==> src/rtl/rrss_pkg.sv <==
`default_nettype none
package rrss_pkg;

  localparam int MAX_THREADS = 16;
  localparam int IDX_W       = $clog2(MAX_THREADS);
  localparam int N_W         = IDX_W + 1;
  localparam int TIME_W      = 64;
  localparam int TID_W       = 4;
  localparam int TCNT_W      = 5;
  localparam int FUNC_W      = 2;

  localparam logic [FUNC_W-1:0] FUNC_TICK = 2'd0;
  localparam logic [FUNC_W-1:0] FUNC_WAKE = 2'd1;
  localparam logic [FUNC_W-1:0] FUNC_DONE = 2'd2;

  localparam logic [TCNT_W-1:0] TCNT_RESET = 5'd1;

  typedef logic [IDX_W-1:0]  idx_t;
  typedef logic [N_W-1:0]    ring_n_t;
  typedef logic [TIME_W-1:0] time_t;

  typedef struct packed {
    logic  en;
    idx_t  addr;
    time_t data;
  } wake_wr_t;

  typedef struct packed {
    logic awake;
    idx_t adv;
  } scan_res_t;

  function automatic ring_n_t ring_size(input logic [TCNT_W-1:0] tc);
    ring_n_t n;
    if (tc == '0) begin
      n = ring_n_t'(1);
    end else if (int'(tc) > MAX_THREADS) begin
      n = ring_n_t'(MAX_THREADS);
    end else begin
      n = ring_n_t'(tc);
    end
    return n;
  endfunction

  function automatic idx_t ring_next(input idx_t idx, input ring_n_t n);
    ring_n_t t;
    t = {1'b0, idx} + ring_n_t'(1);
    return (t >= n) ? '0 : t[IDX_W-1:0];
  endfunction

endpackage
`default_nettype wire

==> src/rtl/rrss_if.sv <==
`default_nettype none
interface rrss_in_if;
  import rrss_pkg::*;
  logic                valid;
  logic                ready;
  logic [FUNC_W-1:0]   func;
  logic [TID_W-1:0]    thread_index;
  logic [TIME_W-1:0]   wake_time;
  logic [TIME_W-1:0]   current_time;

  modport source (output valid, func, thread_index, wake_time, current_time, input ready);
  modport sink   (input valid, func, thread_index, wake_time, current_time, output ready);
endinterface

interface rrss_out_if;
  import rrss_pkg::*;
  logic             valid;
  logic             ready;
  logic [TID_W-1:0] next_thread;
  logic             switch_request;
  logic [TID_W-1:0] current_thread;
  logic             current_valid;

  modport source (output valid, next_thread, switch_request, current_thread, current_valid,
                  input ready);
  modport sink   (input valid, next_thread, switch_request, current_thread, current_valid,
                  output ready);
endinterface
`default_nettype wire

==> src/rtl/rrss_wake_store.sv <==
`default_nettype none
module rrss_wake_store
  import rrss_pkg::*;
(
  input  wire logic     clk,
  input  wire logic     rst_n,
  input  wire wake_wr_t wr,
  input  wire idx_t     rd_addr,
  output time_t         rd_data
);

  time_t                  mem_r [MAX_THREADS];
  logic [MAX_THREADS-1:0] vld_r;

  always_ff @(posedge clk) begin
    if (!rst_n) begin
      vld_r <= '0;
    end else if (wr.en) begin
      vld_r[wr.addr] <= 1'b1;
    end
  end

  always_ff @(posedge clk) begin
    if (wr.en) begin
      mem_r[wr.addr] <= wr.data;
    end
  end

  // entries never written read as awake
  assign rd_data = vld_r[rd_addr] ? mem_r[rd_addr] : '0;

endmodule
`default_nettype wire

==> src/rtl/rrss_scan_unit.sv <==
`default_nettype none
module rrss_scan_unit
  import rrss_pkg::*;
(
  input  wire time_t   now,
  input  wire time_t   wake,
  input  wire idx_t    pick,
  input  wire ring_n_t n,
  output scan_res_t    res
);

  // thread sleeps while now is before its wake time
  assign res.awake = !(now < wake);
  assign res.adv   = ring_next(pick, n);

endmodule
`default_nettype wire

==> src/rtl/round_robin_sleep_scheduler.sv <==
`default_nettype none
// round-robin sleep scheduler
// in_ch carries one word per request: func selects schedule tick, set wake
// time or context switch done; thread_index and wake_time serve set wake,
// current_time serves the tick. out_ch returns one word per request with
// the pick, the switch request and the running thread.
// cfg_we/cfg_wdata write thread_count; write it only while the block is idle.
// set wake, switch done and the unused code answer in the cycle after accept.
// a tick scans the ring one wake time per cycle through a single 64-bit
// compare and stops at the first awake thread or when the scan counter
// reaches its bound.
// one request is in flight at a time: in_ch.ready stays low while a tick
// scans and while a result word waits on out_ch, so a stalled receiver
// holds the block and the result word stays unchanged until taken.
// reset clears all wake times (every thread awake), sets the pick and the
// running thread to idle, clears current_valid and sets thread_count to 1.
module round_robin_sleep_scheduler
  import rrss_pkg::*;
(
  input  wire logic              clk,
  input  wire logic              rst_n,
  rrss_in_if.sink                in_ch,
  rrss_out_if.source             out_ch,
  input  wire logic              cfg_we,
  input  wire logic [TCNT_W-1:0] cfg_wdata
);

  typedef enum logic {ST_IDLE, ST_SCAN} state_t;

  state_t            st_r, st_nxt;
  logic [TCNT_W-1:0] tcnt_r;
  idx_t              next_idx_r, next_idx_nxt;
  idx_t              run_idx_r, run_idx_nxt;
  logic              run_vld_r, run_vld_nxt;
  logic              req_r, req_nxt;
  logic              out_vld_r, out_vld_nxt;
  idx_t              pick_r, pick_nxt;
  idx_t              cnt_r, cnt_nxt;
  time_t             now_r;

  ring_n_t   ring_n;
  idx_t      first_a, first_pick, fin_pick;
  logic      accept;
  wake_wr_t  wr;
  time_t     wake_rd;
  scan_res_t scan;

  assign ring_n     = ring_size(tcnt_r);
  assign first_a    = ring_next(next_idx_r, ring_n);
  assign first_pick = (first_a == '0) ? ring_next(first_a, ring_n) : first_a;

  assign in_ch.ready = (st_r == ST_IDLE) && !out_vld_r;
  assign accept      = in_ch.valid && in_ch.ready;

  assign wr.en   = accept && (in_ch.func == FUNC_WAKE) && (in_ch.thread_index != '0)
                   && (int'(in_ch.thread_index) < MAX_THREADS);
  assign wr.addr = idx_t'(in_ch.thread_index);
  assign wr.data = in_ch.wake_time;

  rrss_wake_store u_store (
    .clk     (clk),
    .rst_n   (rst_n),
    .wr      (wr),
    .rd_addr (pick_r),
    .rd_data (wake_rd)
  );

  rrss_scan_unit u_scan (
    .now  (now_r),
    .wake (wake_rd),
    .pick (pick_r),
    .n    (ring_n),
    .res  (scan)
  );

  assign fin_pick = scan.awake ? pick_r : scan.adv;

  always_comb begin
    st_nxt       = st_r;
    next_idx_nxt = next_idx_r;
    run_idx_nxt  = run_idx_r;
    run_vld_nxt  = run_vld_r;
    req_nxt      = req_r;
    out_vld_nxt  = out_vld_r;
    pick_nxt     = pick_r;
    cnt_nxt      = cnt_r;
    if (out_vld_r && out_ch.ready) begin
      out_vld_nxt = 1'b0;
    end
    case (st_r)
      ST_IDLE: begin
        if (accept) begin
          req_nxt = 1'b0;
          case (in_ch.func)
            FUNC_TICK: begin
              st_nxt   = ST_SCAN;
              pick_nxt = first_pick;
              cnt_nxt  = '0;
            end
            FUNC_DONE: begin
              run_idx_nxt = next_idx_r;
              run_vld_nxt = 1'b1;
              out_vld_nxt = 1'b1;
            end
            default: begin
              out_vld_nxt = 1'b1;
            end
          endcase
        end
      end
      ST_SCAN: begin
        if (scan.awake || cnt_r == idx_t'(MAX_THREADS - 1)) begin
          st_nxt       = ST_IDLE;
          next_idx_nxt = fin_pick;
          req_nxt      = !run_vld_r || (fin_pick != run_idx_r);
          out_vld_nxt  = 1'b1;
        end else begin
          pick_nxt = scan.adv;
          cnt_nxt  = cnt_r + idx_t'(1);
        end
      end
      default: begin
        st_nxt = ST_IDLE;
      end
    endcase
  end

  always_ff @(posedge clk) begin
    if (!rst_n) begin
      st_r       <= ST_IDLE;
      tcnt_r     <= TCNT_RESET;
      next_idx_r <= '0;
      run_idx_r  <= '0;
      run_vld_r  <= 1'b0;
      req_r      <= 1'b0;
      out_vld_r  <= 1'b0;
      pick_r     <= '0;
      cnt_r      <= '0;
    end else begin
      st_r       <= st_nxt;
      next_idx_r <= next_idx_nxt;
      run_idx_r  <= run_idx_nxt;
      run_vld_r  <= run_vld_nxt;
      req_r      <= req_nxt;
      out_vld_r  <= out_vld_nxt;
      pick_r     <= pick_nxt;
      cnt_r      <= cnt_nxt;
      if (cfg_we) begin
        tcnt_r <= cfg_wdata;
      end
    end
  end

  always_ff @(posedge clk) begin
    if (accept) begin
      now_r <= in_ch.current_time;
    end
  end

  assign out_ch.valid          = out_vld_r;
  assign out_ch.next_thread    = TID_W'(next_idx_r);
  assign out_ch.switch_request = req_r;
  assign out_ch.current_thread = TID_W'(run_idx_r);
  assign out_ch.current_valid  = run_vld_r;

  a_no_accept_in_scan: assert property (@(posedge clk) disable iff (!rst_n)
    st_r == ST_SCAN |-> !in_ch.ready)
    else $error("input accepted during scan");

  a_scan_bound: assert property (@(posedge clk) disable iff (!rst_n)
    st_r == ST_SCAN |-> cnt_r <= idx_t'(MAX_THREADS - 1))
    else $error("scan ran past ring bound");

  a_req_only_tick: assert property (@(posedge clk) disable iff (!rst_n)
    $rose(out_vld_r) && req_r |-> $past(st_r == ST_SCAN))
    else $error("switch request without tick");

  a_run_vld_sticky: assert property (@(posedge clk) disable iff (!rst_n)
    run_vld_r |=> run_vld_r)
    else $error("current_valid dropped");

  a_pick_in_ring: assert property (@(posedge clk) disable iff (!rst_n)
    $rose(out_vld_r) && $past(st_r == ST_SCAN) |-> {1'b0, next_idx_r} < ring_n)
    else $error("pick outside ring");

endmodule
`default_nettype wire

==> src/flat_wrapper.sv <==
// flat-port wrapper written by rule: the top's interface ports become plain ports
module round_robin_sleep_scheduler_flat import rrss_pkg::*;
  (clk, rst_n, cfg_we, cfg_wdata, in_ch_valid, in_ch_func, in_ch_thread_index, in_ch_wake_time, in_ch_current_time, in_ch_ready, out_ch_valid, out_ch_next_thread, out_ch_switch_request, out_ch_current_thread, out_ch_current_valid, out_ch_ready);
  rrss_in_if in_ch_i ();
  rrss_out_if out_ch_i ();
  input  wire logic clk;
  input  wire logic rst_n;
  input  wire logic cfg_we;
  input  wire logic [TCNT_W-1:0] cfg_wdata;
  input wire logic [$bits(in_ch_i.valid)-1:0] in_ch_valid;
  input wire logic [$bits(in_ch_i.func)-1:0] in_ch_func;
  input wire logic [$bits(in_ch_i.thread_index)-1:0] in_ch_thread_index;
  input wire logic [$bits(in_ch_i.wake_time)-1:0] in_ch_wake_time;
  input wire logic [$bits(in_ch_i.current_time)-1:0] in_ch_current_time;
  output wire logic [$bits(in_ch_i.ready)-1:0] in_ch_ready;
  output wire logic [$bits(out_ch_i.valid)-1:0] out_ch_valid;
  output wire logic [$bits(out_ch_i.next_thread)-1:0] out_ch_next_thread;
  output wire logic [$bits(out_ch_i.switch_request)-1:0] out_ch_switch_request;
  output wire logic [$bits(out_ch_i.current_thread)-1:0] out_ch_current_thread;
  output wire logic [$bits(out_ch_i.current_valid)-1:0] out_ch_current_valid;
  input wire logic [$bits(out_ch_i.ready)-1:0] out_ch_ready;
  assign in_ch_i.valid = in_ch_valid;
  assign in_ch_i.func = in_ch_func;
  assign in_ch_i.thread_index = in_ch_thread_index;
  assign in_ch_i.wake_time = in_ch_wake_time;
  assign in_ch_i.current_time = in_ch_current_time;
  assign in_ch_ready = in_ch_i.ready;
  assign out_ch_valid = out_ch_i.valid;
  assign out_ch_next_thread = out_ch_i.next_thread;
  assign out_ch_switch_request = out_ch_i.switch_request;
  assign out_ch_current_thread = out_ch_i.current_thread;
  assign out_ch_current_valid = out_ch_i.current_valid;
  assign out_ch_i.ready = out_ch_ready;
  round_robin_sleep_scheduler u_core (.clk(clk), .rst_n(rst_n), .in_ch(in_ch_i), .out_ch(out_ch_i), .cfg_we(cfg_we), .cfg_wdata(cfg_wdata));
endmodule
==> config.mk <==
export PLATFORM = sky130hd
export DESIGN_NAME = round_robin_sleep_scheduler_flat
export DESIGN_NICKNAME = d
export VERILOG_FILES = /design/src/rtl/rrss_pkg.sv /design/src/rtl/rrss_if.sv /design/src/rtl/rrss_wake_store.sv /design/src/rtl/rrss_scan_unit.sv /design/src/rtl/round_robin_sleep_scheduler.sv /design/src/flat_wrapper.sv
export SDC_FILE = /design/constraint.sdc
export NUM_CORES = 1
export LEC_CHECK = 0
export BUFFER_PORTS_ARGS = -buffer_cell sky130_fd_sc_hd__buf_2
export CAP_MARGIN = 20
export CORE_ASPECT_RATIO = 0.75
export CORE_UTILIZATION = 40
export CTS_CLUSTER_SIZE = 40
export DETAILED_ROUTE_END_ITERATION = 10
export GPL_ROUTABILITY_DRIVEN = 0
export MAX_ROUTING_LAYER = met4
export PLACE_DENSITY_LB_ADDON = 0.12
export SLEW_MARGIN = 5
export SYNTH_ARGS = -nofsm -noshare
export SYNTH_HDL_FRONTEND = slang
export SYNTH_SLANG_ARGS = --single-unit
==> constraint.sdc <==
create_clock -name clk -period 6.05 [get_ports clk]
set_input_delay 0.3025 -clock clk [delete_from_list [all_inputs] [get_ports clk]]
set_output_delay 0.3025 -clock clk [all_outputs]
set_load 0.01 [all_outputs]
# After elaboration in Yosys (flattened, before gate mapping)
# Memory sizes are Yosys's and may differ from the RTL's. A register that Yosys moved wholly into a read port is not among the register bits.
# Index checks and enable logic that the tools add are counted.
[totals]
register_bits = 105
ramBits = 1024
input_bits = 144
output_inout_bits = 12
elab_cells = 89
mem_count = 1
[op_classes]
n_addsub = 4
magnitude_cmp = 8
eq_ne = 8
mux = 36
bitwise = 2
reduce_logical = 19
[memory_table]
columns = ["name", "depth", "word_bits", "read_ports", "rd_clocked_by_memory_dff", "write_ports", "line", "text"]
rows = [
  ["u_core.u_store.mem_r", 16, 64, 1, 1, 1, "rrss_wake_store.sv:12", "time_t mem_r [MAX_THREADS];"],
]
[op_table]
columns = ["operator", "count"]
rows = [
  ["64-bit less-than comparator", 1],
  ["64-bit 2-to-1 mux", 1],
  ["4-bit 2-to-1 mux", 13],
  ["16-bit OR", 1],
  ["4-bit case mux with 2 select lines", 2],
  ["4-bit by 1-bit adder with 5-bit output (second input constant)", 3],
  ["5-bit >= comparator", 3],
  ["1-bit 2-to-1 mux", 13],
  ["4-bit by 5-bit less-than comparator with 1-bit output (second input constant)", 2],
  ["5-bit 2-to-1 mux", 2],
  ["1-bit logical AND", 6],
  ["2-bit != test (second input constant)", 3],
  ["1-bit case mux with 2 select lines", 3],
  ["3-bit AND reduction", 2],
  ["5-bit > comparator (second input constant)", 1],
  ["5-bit zero test", 1],
  ["4-bit by 1-bit adder with 4-bit output (second input constant)", 1],
  ["1-bit binary-select mux with 4-bit select", 1],
  ["1-bit demux with 4-bit select", 1],
  ["4-bit equality test (second input constant)", 1],
  ["4-bit by 1-bit >= comparator with 1-bit output (second input constant)", 1],
  ["4-bit zero test", 1],
  ["4-bit != test", 1],
  ["2-bit AND reduction", 2],
  ["8 further kinds", 11],
]

# Longest topological paths before layout
[logic_depth]
ltp_word = 14
ltp_mapped = 19
mapped_depth_nobuf = 19

# By module
# A second synthesis with hierarchy kept.
[hier_totals]
cells_unflattened = 2130
hier_area_um2 = 44217.4
[by_module_without_submodules]
columns = ["module", "instances", "cells_per_inst", "area_per_inst_um2", "seq_area_each_um2"]
rows = [
  ["rrss_wake_store", 1, 1632, 38948.6, 31069.8],
  ["round_robin_sleep_scheduler", 1, 248, 3488.3, 2422.3],
  ["rrss_scan_unit", 1, 250, 1780.5, 0.0],
]

# Worst setup path after synthesis
# No wires, ideal clock.
[synth_timing]
kind = "flip-flop to flip-flop"
from = "register u_core.out_vld_r, in the netlist u_core.out_ch.valid"
to = "memory u_core.u_store.mem_r[1][0] (netlist bit), enable pin"
setup_ns = 0.568
t_arrival_ns = 5.482
required_ns = 5.482
slack_ns = 0.000
path_stages_with_launch = 8
n_path_buf = 0
period_less_slack_ns = 6.050
cell_sequence = "dfxtp_1 > nor2_1 > nand2_1 > nor2_1 > nand2_1 > nor2_1 > nand2_1 > nor3_1"
[synth_via]
elab_chain_len = 7
[synth_lines]
columns = ["element", "line", "text"]
rows = [
  ["start, declared", "round_robin_sleep_scheduler.sv:36", "logic out_vld_r, out_vld_nxt;"],
  ["start signal, assigned", "round_robin_sleep_scheduler.sv:145", "out_vld_r <= out_vld_nxt;"],
  ["1-bit zero test", "round_robin_sleep_scheduler.sv:52", "assign in_ch.ready = (st_r == ST_IDLE) && !out_vld_r;"],
  ["1-bit logical AND", "round_robin_sleep_scheduler.sv:52", ""],
  ["net in_ch_ready", "flat_wrapper.sv:15", "output wire logic [$bits(in_ch_i.ready)-1:0] in_ch_ready;"],
  ["1-bit logical AND", "round_robin_sleep_scheduler.sv:53", "assign accept = in_ch.valid && in_ch.ready;"],
  ["1-bit logical AND (2 in series)", "round_robin_sleep_scheduler.sv:55", "assign wr.en = accept && (in_ch.func == FUNC_WAKE) && (in_ch.thread_index != '0)"],
  ["1-bit 2-to-1 mux", "rrss_wake_store.sv:24", "if (wr.en) begin"],
  ["1-bit 2-to-1 mux (not written as such)", "rrss_wake_store.sv:25", "mem_r[wr.addr] <= wr.data;"],
  ["end, declared", "rrss_wake_store.sv:12", ""],
]
# The timed path passes the listed nets, and every way through them passes these cells.

# Worst setup path after layout
[layout_timing]
from = "register u_core.pick_r[0]"
to = "register u_core.cnt_r[3]"
[layout_via]
elab_chain_len = 8
[layout_lines]
columns = ["element", "line", "text"]
rows = [
  ["start, declared", "round_robin_sleep_scheduler.sv:37", "idx_t pick_r, pick_nxt;"],
  ["start signal, assigned", "round_robin_sleep_scheduler.sv:146", "pick_r <= pick_nxt;"],
  ["1-bit binary-select mux with 4-bit select", "rrss_wake_store.sv:30", "assign rd_data = vld_r[rd_addr] ? mem_r[rd_addr] : '0;"],
  ["1-bit 2-to-1 mux (not written as such)", "rrss_wake_store.sv:30", ""],
  ["64-bit 2-to-1 mux", "rrss_wake_store.sv:30", ""],
  ["64-bit less-than comparator", "rrss_scan_unit.sv:13", "assign res.awake = !(now < wake);"],
  ["1-bit zero test", "rrss_scan_unit.sv:13", ""],
  ["1-bit logical OR", "round_robin_sleep_scheduler.sv:112", "if (scan.awake || cnt_r == idx_t'(MAX_THREADS - 1)) begin"],
  ["2-bit != test (no line)", "n/a", ""],
  ["3-bit AND reduction (no line)", "n/a", ""],
  ["end signal, assigned", "round_robin_sleep_scheduler.sv:147", "cnt_r <= cnt_nxt;"],
  ["end, declared", "round_robin_sleep_scheduler.sv:38", "idx_t cnt_r, cnt_nxt;"],
]
# No other way between the ends. The select of a mux whose other input is x is not followed.
# A chain may end at the register's enable or synchronous reset.

==> flow_metrics.env <==
export IMPL_dr_pass1_iters=5
export IMPL_worstMarginPinSlew_ns=0.932
export IMPL_grt_pass1_wl_um=159000
export IMPL_startpoint_type="register"
export IMPL_port_buffers=155
export IMPL_ff2ff_setup_slack_ns=0.73
export IMPL_synth_edf_count=1088
export IMPL_fillers=9019
export IMPL_timing_fmax_ghz=0.188
export IMPL_nets=2699
export IMPL_rsz0062_at_grt="false"
export IMPL_synth_area_um2=44400
export IMPL_setup_tns_ns=0
export IMPL_clock_sinks=1133
export IMPL_rows=105
export IMPL_drc=0
export IMPL_synth_top_area_share_pct=73.7
export IMPL_grt_pass1_vias=23091
export IMPL_drive_gt1_share_pct=28.3
export IMPL_post_cts_resized=0
export IMPL_avgSynthCellArea_um2=21.9
export IMPL_netlist_instances=2023
export IMPL_drt_iter0_drc=1572
export IMPL_dp_hpwl_um=59400
export IMPL_cts_root_buffer="clkbuf_16"
export IMPL_holdWs_ns=0.140
export IMPL_wl_per_cell_um=27.3
export IMPL_totalWireLength_um=110000
export IMPL_grt_overflow=0
export IMPL_globalRouteTotalUtil_pct=20.3
export IMPL_critPathCaptureType="register"
export IMPL_clk_pin_slew_ns=0.06
export IMPL_fin_crit_ns=5.32
export IMPL_initial_core_util_pct=40.4
export IMPL_setup_viol_count_final=0
export IMPL_cts_tree="yes"
export IMPL_chipHeight_um=290
export IMPL_min_period_over_period_pct=87.9
export IMPL_ys_top_cells_by_area="edfxtp_1 (74%), mux4_2 (16%), ha_1 (2.3%)"
export IMPL_hold_depth=5
export IMPL_clock_skew_ns=0.0281
export IMPL_async_flop_share_pct=0
export IMPL_clk_latency_ns=0.71
export IMPL_synth_seq_cells=1133
export IMPL_rr_worst_depth=14
export IMPL_dpl_cell_area_um2=47700
export IMPL_synthFlopType="edfxtp_1"
export IMPL_final_hold_viol_count=0
export IMPL_post_cts_setup_buffers=0
export IMPL_relSlewSlack_pct=37.9
export IMPL_ios=156
export IMPL_fin_area_um2=52800
export IMPL_hold_end="u_core.out_ch.valid"
export IMPL_yosysWarningCount=0
export IMPL_drv_slew=0
export IMPL_viasPerCell=5.45
export IMPL_antenna_found_initial=5
export IMPL_r2r_end="u_core.cnt_r[3]"
export IMPL_min_path_type="input pin to register"
export IMPL_regToRegStartpoint="u_core.pick_r[0]"
export IMPL_ir_drop_v=0.000261
export IMPL_final_common_cell="edfxtp_1"
export IMPL_synthToLayoutAreaGrowth_pct=19.0
export IMPL_outcome="finished, final reports clean"
export IMPL_path_max_fanout=52
export IMPL_required_ns=6.67
export IMPL_clockBufferDepth=3
export IMPL_die_area_um2=112000
export IMPL_synth_cell_types=63
export IMPL_numCtsBuffers=112
export IMPL_postCtsHoldBufs=141
export IMPL_grt_max_degree=66
export IMPL_power_density_nw_per_um2=316
export IMPL_chipWidth_um=387
export IMPL_min_delay_start="in_ch_func[1]"
export IMPL_arrival_ns=5.93
export IMPL_yosysTopAreaCell="edfxtp_1"
export IMPL_critPathKind="register to register"
export IMPL_ys_seq_area_share_pct=75.7
export IMPL_maxCapViolations=0
export IMPL_vias=21884
export IMPL_final_cell_mix="edfxtp_1 (1,088), mux4_2 (321), buf_2 (155)"
export IMPL_ant_nets=0
export IMPL_core_area_um2=110000
export IMPL_p_leak_nw=16.7
export IMPL_h_tree_depth=3
[per-layer routing]
layer	wire, µm	part of all wire, %	up-vias	track usage (%)
met1	50300	46	11895	28.3
met2	53400	49	470	32.1
met5	0	0	-	-
met3	4060	3.7	137	2.66
li1	-	-	9382	-
met4	1760	1.6	0	4.22
[how the worst max path moves through the flow]
stage,to,slack [ns],startpoint
after global placement,u_core.out_ch.switch_request,0.77,register
after global routing,register,0.35,register
after CTS,u_core.cnt_r[3],0.67,u_core.pick_r[0]
final,u_core.cnt_r[3],0.73,u_core.pick_r[0]
after detailed placement,u_core.cnt_r[3],0.72,u_core.pick_r[0]
after floorplan,u_core.u_store.mem_r[1][0],0.0004,u_core.out_ch.valid
[power by group]
| group | switching, W | internal (W) |
|---|---|---|
| Combinational | 0.000524 | 0.000492 |
| Clock | 0.00292 | 0.00396 |
| Sequential | 0.0000591 | 0.00870 |
| Total | 0.00351 | 0.0132 |
[cell usage after synthesis (all sizes together), types with 7 or more instances]
cell,instances
a211oi,9
a21oi,29
buf,35
clkbuf,54
dfxtp,45
edfxtp,1088
ha,81
inv,21
mux2i,9
mux4,324
nand2,90
nand2b,7
nand3,12
nand4,18
nor2,81
nor3,12
o211ai,9
o21ai,23
or3,9
[logic make-up after synthesis]
logic type      after synthesis  synth area share [%]
compound gates              108                  1.67
xor+xnor                      8                 0.158
fa+ha+maj                    81                  2.28
buf+inv                     111                  1.01
flops                      1133                  75.7
mux                         334                  16.7
other cells                   1               0.00845
simple gates                247                  2.49
[state kept, by name, summed over array words and instances (netlist names), named ones only]
register	flops
u_core.out_ch.switch_request	1
u_core.out_ch.current_valid	1
u_core.u_store.mem_r	1024
u_core.now_r	64
u_core.out_ch.current_thread	4
u_core.st_r	1
u_core.u_store.vld_r	16
u_core.tcnt_r	5
u_core.out_ch.next_thread	4
u_core.cnt_r	4
u_core.out_ch.valid	1
u_core.pick_r	4
[area by class of cell]
type / count / area [µm²] / area share [%]
sequential: 1133 / 33600 / 63.6
multi-input combinational: 842 / 10700 / 20.2
clock buffer: 142 / 2990 / 5.67
timing repair buffer: 363 / 2990 / 5.66
tap: 1444 / 1810 / 3.42
clock inverter: 64 / 642 / 1.22
inverter: 22 / 83.8 / 0.159
antenna: 3 / 7.51 / 0.0142
[worst max-delay path, cell delays in order (launching register included)]
cell and delay [ns]:
dfxtp_1 0.47, mux4_1 0.58, mux4_4 1.01, nand2_1 0.20, ha_1 0.27, a21oi_1 0.20, o22ai_1 0.10, o32ai_1 0.58
nand2_1 0.26, a311oi_1 0.32, buf_4 0.19, o31ai_4 0.15, o21a_1 0.36, or3_1 0.38, a21oi_1 0.14
[metrics by stage]
step	setup slack, ns	utilization (%)	power [W]	std cells
floorplan	0.000386	-	0.00948	2086
global placement	0.770	43.4	0.00985	3660
detailed placement	0.715	43.5	0.00987	3662
CTS	0.672	48.1	0.0169	4009
global route	0.355	48.1	0.0172	4013
finish	0.734	48.1	0.0167	4013
Note: power is estimated with default switching activity, not from simulation.
